### config.mk
export PLATFORM = sky130hd
export DESIGN_NAME = joystick_packet_deframer_core_flat
export DESIGN_NICKNAME = d
export VERILOG_FILES = /design/src/rtl/jpd_pkg.sv /design/src/rtl/jpd_in_if.sv /design/src/rtl/jpd_out_if.sv /design/src/rtl/jpd_front.sv /design/src/rtl/jpd_fifo.sv /design/src/rtl/jpd_back.sv /design/src/rtl/joystick_packet_deframer_core.sv /design/src/flat_wrapper.sv
export SDC_FILE = /design/constraint.sdc
export NUM_CORES = 1
export LEC_CHECK = 0
export BUFFER_PORTS_ARGS = -buffer_cell sky130_fd_sc_hd__buf_2
export CAP_MARGIN = 10
export CORE_MARGIN = 1
export CORE_UTILIZATION = 55
export DETAILED_ROUTE_END_ITERATION = 8
export PLACE_DENSITY = 0.76
export SYNTH_ARGS = -nofsm -noshare
export SYNTH_HDL_FRONTEND = slang
export SYNTH_SLANG_ARGS = --single-unit
### constraint.sdc
create_clock -name clk -period 5.5 [get_ports clk]
set_input_delay 0 -clock clk [delete_from_list [all_inputs] [get_ports clk]]
set_output_delay 0 -clock clk [all_outputs]
set_load 0.02 [all_outputs]
### src/rtl/jpd_pkg.sv
// Shared types and constants for the joystick packet deframer.
`timescale 1ns / 1ps

package jpd_pkg;

  localparam logic [7:0] HDR_BYTE    = 8'hFF;
  localparam logic [7:0] SUM_GOOD    = 8'hFF;
  localparam logic [7:0] OFFSET_FLIP = 8'h80;

  // Positions inside a packet: six data bytes, then the checksum.
  localparam int         DATA_LEN  = 6;
  localparam logic [2:0] CHECK_POS = 3'd6;

  localparam int JPD_QUEUE_DEPTH = 4;

  typedef enum logic [0:0] {
    CMD_DATA = 1'b0,
    CMD_EMIT = 1'b1
  } jpd_cmd_kind_t;

  // One entry of the queue between the front and the back.
  typedef struct packed {
    jpd_cmd_kind_t kind;
    logic [2:0]    pos;
    logic [7:0]    data;
  } jpd_cmd_t;

endpackage

### src/rtl/jpd_in_if.sv
// Input byte channel of the joystick packet deframer.
`timescale 1ns / 1ps

interface jpd_in_if;
  logic       valid;
  logic       ready;
  logic [7:0] rx_byte;

  modport source (output valid, output rx_byte, input ready);
  modport sink (input valid, input rx_byte, output ready);
endinterface

### src/rtl/jpd_out_if.sv
// Result channel of the joystick packet deframer.
`timescale 1ns / 1ps

interface jpd_out_if;
  logic               valid;
  logic               ready;
  logic signed [7:0]  left_v;
  logic signed [7:0]  left_h;
  logic signed [7:0]  right_v;
  logic signed [7:0]  right_h;
  logic        [15:0] pan_word;
  logic        [15:0] tilt_word;
  logic        [7:0]  button_bits;
  logic        [7:0]  ext_byte;

  modport source (output valid, output left_v, output left_h, output right_v,
                  output right_h, output pan_word, output tilt_word,
                  output button_bits, output ext_byte, input ready);
  modport sink (input valid, input left_v, input left_h, input right_v,
                input right_h, input pan_word, input tilt_word,
                input button_bits, input ext_byte, output ready);
endinterface

### src/rtl/jpd_front.sv
// Front end: header hunt, byte position, running checksum and command issue.
`timescale 1ns / 1ps

module jpd_front import jpd_pkg::*; (
  input  logic      clk,
  input  logic      rst_n,
  jpd_in_if.sink    in_ch,
  input  logic      q_full,
  output logic      q_push,
  output jpd_cmd_t  q_cmd
);

  logic       hunting_r, hunting_nxt;
  logic [2:0] pos_r, pos_nxt;
  logic [7:0] sum_r, sum_nxt;
  logic [7:0] sum_add;
  logic       accept;

  assign in_ch.ready = !q_full;
  assign accept      = in_ch.valid && in_ch.ready;
  assign sum_add     = sum_r + in_ch.rx_byte;

  always_comb begin
    hunting_nxt  = hunting_r;
    pos_nxt      = pos_r;
    sum_nxt      = sum_r;
    q_push       = 1'b0;
    q_cmd.kind   = CMD_DATA;
    q_cmd.pos    = pos_r;
    q_cmd.data   = in_ch.rx_byte;
    if (accept) begin
      if (hunting_r) begin
        if (in_ch.rx_byte == HDR_BYTE) begin
          hunting_nxt = 1'b0;
          pos_nxt     = '0;
          sum_nxt     = '0;
        end
      end else if (!(pos_r == '0 && in_ch.rx_byte == HDR_BYTE)) begin
        // A repeated header in the first data slot is skipped above.
        sum_nxt = sum_add;
        if (pos_r == CHECK_POS) begin
          hunting_nxt = 1'b1;
          pos_nxt     = '0;
          q_cmd.kind  = CMD_EMIT;
          q_push      = (sum_add == SUM_GOOD);
        end else begin
          pos_nxt = pos_r + 3'd1;
          q_push  = 1'b1;
        end
      end
    end
  end

  always_ff @(posedge clk) begin
    if (!rst_n) begin
      hunting_r <= 1'b1;
      pos_r     <= '0;
      sum_r     <= '0;
    end else begin
      hunting_r <= hunting_nxt;
      pos_r     <= pos_nxt;
      sum_r     <= sum_nxt;
    end
  end

  a_pos_bound: assert property (@(posedge clk) disable iff (!rst_n)
    pos_r <= CHECK_POS)
    else $error("byte position out of range");

  a_emit_at_check: assert property (@(posedge clk) disable iff (!rst_n)
    (q_push && q_cmd.kind == CMD_EMIT) |=> hunting_r && pos_r == '0)
    else $error("emit issued without returning to header hunt");

endmodule

### src/rtl/jpd_fifo.sv
// Short command queue between the front and the back.
`timescale 1ns / 1ps

module jpd_fifo import jpd_pkg::*; #(
  parameter int Depth = JPD_QUEUE_DEPTH
) (
  input  logic     clk,
  input  logic     rst_n,
  input  logic     push,
  input  jpd_cmd_t push_cmd,
  output logic     full,
  output logic     pop_valid,
  output jpd_cmd_t pop_cmd,
  input  logic     pop
);

  localparam int PtrW = (Depth > 1) ? $clog2(Depth) : 1;
  localparam int CntW = $clog2(Depth + 1);

  jpd_cmd_t            mem_r [Depth];
  logic [PtrW-1:0]     wr_ptr_r, wr_ptr_nxt;
  logic [PtrW-1:0]     rd_ptr_r, rd_ptr_nxt;
  logic [CntW-1:0]     count_r, count_nxt;

  assign full      = (count_r == CntW'(Depth));
  assign pop_valid = (count_r != '0);
  assign pop_cmd   = mem_r[rd_ptr_r];

  always_comb begin
    wr_ptr_nxt = wr_ptr_r;
    rd_ptr_nxt = rd_ptr_r;
    if (push) begin
      wr_ptr_nxt = (wr_ptr_r == PtrW'(Depth - 1)) ? '0 : wr_ptr_r + 1'b1;
    end
    if (pop) begin
      rd_ptr_nxt = (rd_ptr_r == PtrW'(Depth - 1)) ? '0 : rd_ptr_r + 1'b1;
    end
    case ({push, pop})
      2'b10:   count_nxt = count_r + 1'b1;
      2'b01:   count_nxt = count_r - 1'b1;
      default: count_nxt = count_r;
    endcase
  end

  always_ff @(posedge clk) begin
    if (!rst_n) begin
      wr_ptr_r <= '0;
      rd_ptr_r <= '0;
      count_r  <= '0;
    end else begin
      wr_ptr_r <= wr_ptr_nxt;
      rd_ptr_r <= rd_ptr_nxt;
      count_r  <= count_nxt;
    end
  end

  always_ff @(posedge clk) begin
    if (push) begin
      mem_r[wr_ptr_r] <= push_cmd;
    end
  end

  a_no_overflow: assert property (@(posedge clk) disable iff (!rst_n)
    push |-> (!full || pop))
    else $error("queue written while full");

  a_no_underflow: assert property (@(posedge clk) disable iff (!rst_n)
    pop |-> pop_valid)
    else $error("queue read while empty");

endmodule

### src/rtl/jpd_back.sv
// Back end: packet byte store, stick mapping and result register.
`timescale 1ns / 1ps

module jpd_back import jpd_pkg::*; (
  input  logic      clk,
  input  logic      rst_n,
  input  logic      cfg_we,
  input  logic      cfg_wdata,
  input  logic      cmd_valid,
  input  jpd_cmd_t  cmd,
  output logic      cmd_pop,
  jpd_out_if.source out_ch
);

  logic              south_paw_r;
  logic [7:0]        pkt_r [DATA_LEN];
  logic              out_valid_r, out_valid_nxt;
  logic signed [7:0] left_v_r, left_h_r, right_v_r, right_h_r;
  logic [15:0]       pan_r, tilt_r;
  logic [7:0]        button_r, ext_r;
  logic              do_data, do_emit;
  logic [7:0]        ctr0, ctr1, ctr2, ctr3;

  // A data byte never waits; an emit waits for the result register to free up.
  always_comb begin
    do_data = 1'b0;
    do_emit = 1'b0;
    if (cmd_valid) begin
      unique case (cmd.kind)
        CMD_DATA: do_data = 1'b1;
        CMD_EMIT: do_emit = !out_valid_r || out_ch.ready;
        default:  do_data = 1'b0;
      endcase
    end
  end

  assign cmd_pop = do_data || do_emit;

  assign ctr0 = pkt_r[0] ^ OFFSET_FLIP;
  assign ctr1 = pkt_r[1] ^ OFFSET_FLIP;
  assign ctr2 = pkt_r[2] ^ OFFSET_FLIP;
  assign ctr3 = pkt_r[3] ^ OFFSET_FLIP;

  always_comb begin
    out_valid_nxt = out_valid_r;
    if (do_emit) begin
      out_valid_nxt = 1'b1;
    end else if (out_ch.ready) begin
      out_valid_nxt = 1'b0;
    end
  end

  always_ff @(posedge clk) begin
    if (!rst_n) begin
      south_paw_r <= 1'b0;
      out_valid_r <= 1'b0;
    end else begin
      if (cfg_we) begin
        south_paw_r <= cfg_wdata;
      end
      out_valid_r <= out_valid_nxt;
    end
  end

  always_ff @(posedge clk) begin
    if (do_data) begin
      pkt_r[cmd.pos] <= cmd.data;
    end
    if (do_emit) begin
      left_v_r  <= signed'(south_paw_r ? ctr2 : ctr0);
      left_h_r  <= signed'(south_paw_r ? ctr3 : ctr1);
      right_v_r <= signed'(south_paw_r ? ctr0 : ctr2);
      right_h_r <= signed'(south_paw_r ? ctr1 : ctr3);
      pan_r     <= {pkt_r[0], pkt_r[1]};
      tilt_r    <= {pkt_r[2], pkt_r[3]};
      button_r  <= pkt_r[4];
      ext_r     <= pkt_r[5];
    end
  end

  assign out_ch.valid       = out_valid_r;
  assign out_ch.left_v      = left_v_r;
  assign out_ch.left_h      = left_h_r;
  assign out_ch.right_v     = right_v_r;
  assign out_ch.right_h     = right_h_r;
  assign out_ch.pan_word    = pan_r;
  assign out_ch.tilt_word   = tilt_r;
  assign out_ch.button_bits = button_r;
  assign out_ch.ext_byte    = ext_r;

  a_emit_shows: assert property (@(posedge clk) disable iff (!rst_n)
    do_emit |=> out_valid_r)
    else $error("emit did not load the result register");

  a_data_pos: assert property (@(posedge clk) disable iff (!rst_n)
    do_data |-> cmd.pos < CHECK_POS)
    else $error("data byte position beyond the packet store");

endmodule

### src/rtl/joystick_packet_deframer_core.sv
// Top level of the joystick packet deframer.
`timescale 1ns / 1ps

// Takes one received serial byte per transfer on in_ch and gives one result on
// out_ch for each packet that passes its checksum: a 0xFF header (repeats are
// skipped), six data bytes and a checksum byte whose 8-bit sum with the data
// is 0xFF. Bad packets are dropped without a trace. The block takes one byte
// per clock cycle while the queue is not full; the front classifies each
// accepted byte combinationally and hands data bytes and good-packet marks
// through a short queue to the back, which stores the bytes and loads the
// result register when a mark leaves the queue. in_ch.ready drops only when the
// queue fills, which happens only while a result waits on out_ch. cfg_we with
// cfg_wdata sets the south-paw swap, which applies to the next result loaded.
module joystick_packet_deframer_core import jpd_pkg::*; #(
  parameter int QueueDepth = JPD_QUEUE_DEPTH
) (
  input  logic      clk,
  input  logic      rst_n,
  input  logic      cfg_we,
  input  logic      cfg_wdata,
  jpd_in_if.sink    in_ch,
  jpd_out_if.source out_ch
);

  logic     q_push, q_full, q_pop_valid, q_pop;
  jpd_cmd_t q_push_cmd, q_pop_cmd;

  jpd_front u_front (
    .clk    (clk),
    .rst_n  (rst_n),
    .in_ch  (in_ch),
    .q_full (q_full),
    .q_push (q_push),
    .q_cmd  (q_push_cmd)
  );

  jpd_fifo #(.Depth(QueueDepth)) u_fifo (
    .clk       (clk),
    .rst_n     (rst_n),
    .push      (q_push),
    .push_cmd  (q_push_cmd),
    .full      (q_full),
    .pop_valid (q_pop_valid),
    .pop_cmd   (q_pop_cmd),
    .pop       (q_pop)
  );

  jpd_back u_back (
    .clk       (clk),
    .rst_n     (rst_n),
    .cfg_we    (cfg_we),
    .cfg_wdata (cfg_wdata),
    .cmd_valid (q_pop_valid),
    .cmd       (q_pop_cmd),
    .cmd_pop   (q_pop),
    .out_ch    (out_ch)
  );

endmodule
### src/flat_wrapper.sv
// flat-port wrapper written by rule: the top's interface ports become plain ports
module joystick_packet_deframer_core_flat import jpd_pkg::*;
#(
  parameter int QueueDepth = JPD_QUEUE_DEPTH
)
  (clk, rst_n, cfg_we, cfg_wdata, in_ch_valid, in_ch_rx_byte, in_ch_ready, out_ch_valid, out_ch_left_v, out_ch_left_h, out_ch_right_v, out_ch_right_h, out_ch_pan_word, out_ch_tilt_word, out_ch_button_bits, out_ch_ext_byte, out_ch_ready);
  jpd_in_if in_ch_i ();
  jpd_out_if out_ch_i ();
  input  logic clk;
  input  logic rst_n;
  input  logic cfg_we;
  input  logic cfg_wdata;
  input wire logic [$bits(in_ch_i.valid)-1:0] in_ch_valid;
  input wire logic [$bits(in_ch_i.rx_byte)-1:0] in_ch_rx_byte;
  output wire logic [$bits(in_ch_i.ready)-1:0] in_ch_ready;
  output wire logic [$bits(out_ch_i.valid)-1:0] out_ch_valid;
  output wire logic [$bits(out_ch_i.left_v)-1:0] out_ch_left_v;
  output wire logic [$bits(out_ch_i.left_h)-1:0] out_ch_left_h;
  output wire logic [$bits(out_ch_i.right_v)-1:0] out_ch_right_v;
  output wire logic [$bits(out_ch_i.right_h)-1:0] out_ch_right_h;
  output wire logic [$bits(out_ch_i.pan_word)-1:0] out_ch_pan_word;
  output wire logic [$bits(out_ch_i.tilt_word)-1:0] out_ch_tilt_word;
  output wire logic [$bits(out_ch_i.button_bits)-1:0] out_ch_button_bits;
  output wire logic [$bits(out_ch_i.ext_byte)-1:0] out_ch_ext_byte;
  input wire logic [$bits(out_ch_i.ready)-1:0] out_ch_ready;
  assign in_ch_i.valid = in_ch_valid;
  assign in_ch_i.rx_byte = in_ch_rx_byte;
  assign in_ch_ready = in_ch_i.ready;
  assign out_ch_valid = out_ch_i.valid;
  assign out_ch_left_v = out_ch_i.left_v;
  assign out_ch_left_h = out_ch_i.left_h;
  assign out_ch_right_v = out_ch_i.right_v;
  assign out_ch_right_h = out_ch_i.right_h;
  assign out_ch_pan_word = out_ch_i.pan_word;
  assign out_ch_tilt_word = out_ch_i.tilt_word;
  assign out_ch_button_bits = out_ch_i.button_bits;
  assign out_ch_ext_byte = out_ch_i.ext_byte;
  assign out_ch_i.ready = out_ch_ready;
  joystick_packet_deframer_core #(.QueueDepth(QueueDepth)) u_core (.clk(clk), .rst_n(rst_n), .cfg_we(cfg_we), .cfg_wdata(cfg_wdata), .in_ch(in_ch_i), .out_ch(out_ch_i));
endmodule
==> impl_metrics.tcl <==
set metrics [dict create \
    status "completed" \
    mostFrequentLayoutCell "edfxtp_1" \
    path_class "reg2reg" \
    diodes 0 \
    p_seq_share_pct 49.9 \
    dpl_cell_area_sq_um 8170 \
    synth_ff_type "edfxtp_1" \
    rsz0062_at_grt "false" \
    track_usage_pct 18.6 \
    holdPathStages 2 \
    first_iter_violations 306 \
    antenna_found_initial 0 \
    die_w_um 119 \
    relSlewSlack_pct 34.9 \
    worst_skew_pair.late_latency_ns 0.42 \
    path_buf_inv 0 \
    fin_skew_ns 0.00922 \
    gp_congestion 0.809 \
    cts_htree_levels 4 \
    end_kind "flop" \
    reg2reg_setup_slack_ns 1.90 \
    clockBufferDepth 2 \
    grt_max_degree 81 \
    cts_inserted_buffers 17 \
    fin_nets 550 \
    power.density_nw_per_um2 484 \
    utilization_pct 66.8 \
    grt_pass1_vias 3823 \
    cts-root-buf "clkbuf_16" \
    die_h_um 119 \
    antenna_left 0 \
    coreArea_sq_um 13200 \
    min_period_ns 3.60 \
    cts_sinks 199 \
    via_per_inst 5.46 \
    slew_violations 0 \
    internal_power_mw 3.01 \
    drive_above_1_share_pct 33.5 \
    num_rows 42 \
    leakage_nw 3.08 \
    syn2layout_area_growth_pct 18.5 \
    switching_share_pct 29.8 \
    synth_nets 429 \
    vias 3874 \
    critPathLaunchType "flop" \
    first_pass_iters 4 \
    netlist_instances 400 \
    cts_resized 0 \
    start_util_pct 56.4 \
    switchingPower_mw 1.27 \
    grt_first_pass_wirelength_um 19600 \
    r2r_cells 13 \
    cp_max_fo 5 \
    final_area_sq_um 8850 \
    slowest_delay_ns 0.44 \
    drcViolationCount 0 \
    r2r_end "u_core.u_fifo.count_r[2]" \
    cpMaxStageDelayCell "fa_1" \
    netlist_area_sq_um 7460 \
    cap_violations 0 \
    cts_tree "yes" \
    synth-seq-cells 199 \
    period_share_pct 65.4 \
    dieArea_sq_um 14000 \
    yosys_warnings 0 \
    path_cells "ha_1 -> fa_1 -> a211oi_2 -> nor2_1 -> xor2_1 -> nand4_1 -> o21a_1 -> nand2b_1 -> ha_1 -> fa_1 -> xnor2_1 -> or3_1 -> a21boi_0" \
    comb_power_share_pct 22.6 \
    drt-total-wl_um 12400 \
    cp_top_family "adder cells" \
    fillers 923 \
    synthArstFlopShare_pct 0 \
    io_pins 96 \
    wl_per_cell_um 17.5 \
    dpl.hpwl_um 8370 \
    r2r_start "u_core.u_front.sum_r[0]" \
    setup_viol_count_final 0 \
    min_to "u_core.u_front.pos_r[1]" \
    path_clk_slew_ns 0.07 \
    ys_seq_area_share_pct 77.0 \
    grt_overflow 0 \
    hold_class "in2reg" \
    portBuffers 95 \
    final_cell_mix "edfxtp_1, buf_2, mux2_2" \
    power.share.clock_pct 27.5 \
    syn_area_per_cell_sq_um 18.7 \
    tightest_slew_ns 0.977 \
    vdd_drop_max_v 0.000212 \
    min_from "rst_n" \
    fin_setup_tns_ns 0 \
    arrival_ns 3.95 \
    hold_viol 0 \
    synthDistinctLibCells 45 \
    cts_setup_buffers 0 \
    synth_edf_count 176 \
    required_ns 5.85 \
    timing.fmax_mhz 278 \
]
worst register-to-register path, cell delays in order, from the launching register on:
cell and delay [ns]:
dfxtp_1 0.32, ha_1 0.22, fa_1 0.44, a211oi_2 0.31, nor2_1 0.09, xor2_1 0.20, nand4_1 0.23, o21a_1 0.29
nand2b_1 0.17, ha_1 0.25, fa_1 0.39, xnor2_1 0.15, or3_1 0.30, a21boi_0 0.16
power groups by stage:
stage	Clock, mW	Sequential [mW]	Combinational, mW
floorplan	0	2.44	0.383
global placement	0	2.16	0.945
detailed placement	0	2.18	0.966
CTS	1.20	2.14	0.976
global route	1.25	2.17	1.03
finish	1.18	2.14	0.966
registers in the layout, summed over array words and instances, names as in the netlist, named ones only:
signal and flops:
u_core.u_front.sum_r 8, u_core.u_back.out_ch.tilt_word 16, out_ch_ext_byte 8, u_core.u_fifo.wr_ptr_r 2
u_core.u_back.out_ch.left_h 8, u_core.u_back.out_ch.right_v 8, u_core.u_front.hunting_r 1, u_core.u_fifo.mem_r 48
u_core.u_back.out_ch.valid 1, u_core.u_fifo.count_r 3, u_core.u_back.pkt_r 48, u_core.u_fifo.rd_ptr_r 2
u_core.u_front.pos_r 3, out_ch_button_bits 8, u_core.u_back.out_ch.left_v 8, u_core.u_back.south_paw_r 1
u_core.u_back.out_ch.pan_word 16, u_core.u_back.out_ch.right_h 8
area by class of cell:
cell class                      count  area [sq um]  area share, %
Timing Repair Buffer              112           631           7.13
Clock buffer                       19           433           4.89
Tap cell                          176           220           2.49
Multi-Input combinational cell    188          1680           18.9
Inverter                            3          11.3          0.127
Clock inverter                     13           131           1.48
Sequential cell                   199          5750           64.9
cells by family (layout without fill, tap and decap cells):
group / count (synthesis) / after routing / synth area share [%]
compound gates: 40 / 40 / 3.89
flops: 199 / 199 / 77.0
simple gates: 78 / 78 / 6.00
fa+ha+maj: 15 / 15 / 2.72
mux: 48 / 48 / 8.92
xor+xnor: 7 / 7 / 0.821
buf+inv: 13 / 147 / 0.687
how the worst max path moves through the flow:
stage / start / end / slack, ns / depth (start not counted)
3_3_place_gp: u_core.u_front.sum_r[0] / u_core.u_fifo.count_r[2] / 2.05 / 13
2_1_floorplan: flop / out_ch_button_bits[0] / 0.88 / 3
6_report: u_core.u_front.sum_r[0] / u_core.u_fifo.count_r[2] / 1.90 / 13
4_1_cts: u_core.u_front.sum_r[0] / u_core.u_fifo.count_r[2] / 1.90 / 13
3_5_place_dp: u_core.u_front.sum_r[0] / u_core.u_fifo.count_r[2] / 1.93 / 13
5_1_grt: u_core.u_front.sum_r[0] / u_core.u_fifo.count_r[2] / 1.64 / 13
metrics by stage:
stage | hold slack, ns | setup slack (ns) | power (mW) | std cells
2_1_floorplan | 0.0989 | 0.882 | 2.83 | 400
3_3_place_gp | 0.248 | 2.05 | 3.11 | 667
3_5_place_dp | 0.260 | 1.93 | 3.14 | 667
4_1_cts | 0.00185 | 1.90 | 4.32 | 710
5_1_grt | 0.0284 | 1.64 | 4.45 | 710
6_report | 0.000469 | 1.90 | 4.28 | 710
layer usage:
metal	vias to the layer above	wire length (um)	part of all wire [%]	track usage (%)
li1	1815	-	-	-
met5	-	0	0	0
met1	1888	5470	44	23.7
met3	31	588	4.7	3.86
met2	140	6040	49	30.5
met4	0	348	2.8	9.57
Yosys cell counts (2+ instances only):
master	instances	area share (%)
nor2_1	20	1.0
ha_1	13	2.2
inv_1	3	0.15
o21a_1	3	0.30
a22oi_1	7	0.70
o2111ai_1	2	0.23
and2_1	2	0.17
a21boi_0	3	0.30
nor2b_1	16	1.3
dfxtp_1	23	6.2
or3b_2	2	0.23
nand2b_1	4	0.34
or3_1	2	0.17
xor2_1	4	0.47
mux2_2	28	4.2
xnor2_1	3	0.35
clkbuf_1	8	0.40
nor3b_1	6	0.60
o211ai_1	4	0.40
nor3_1	7	0.47
edfxtp_1	176	71
nand3_1	2	0.13
nand4_1	4	0.34
or4_1	2	0.20
mux4_2	12	3.6
a31oi_1	2	0.17
mux2i_1	8	1.1
buf_2	2	0.13
nand2_1	5	0.25
fa_1	2	0.54
a21oi_1	8	0.54
o21ai_0	4	0.27
what timing repair did:
action,in CTS,in global routing
hold endpoints to repair,34,0
hold buffers,11,0
setup endpoints to repair,0,0
No activity file was read; power rests on OpenSTA's default activity.
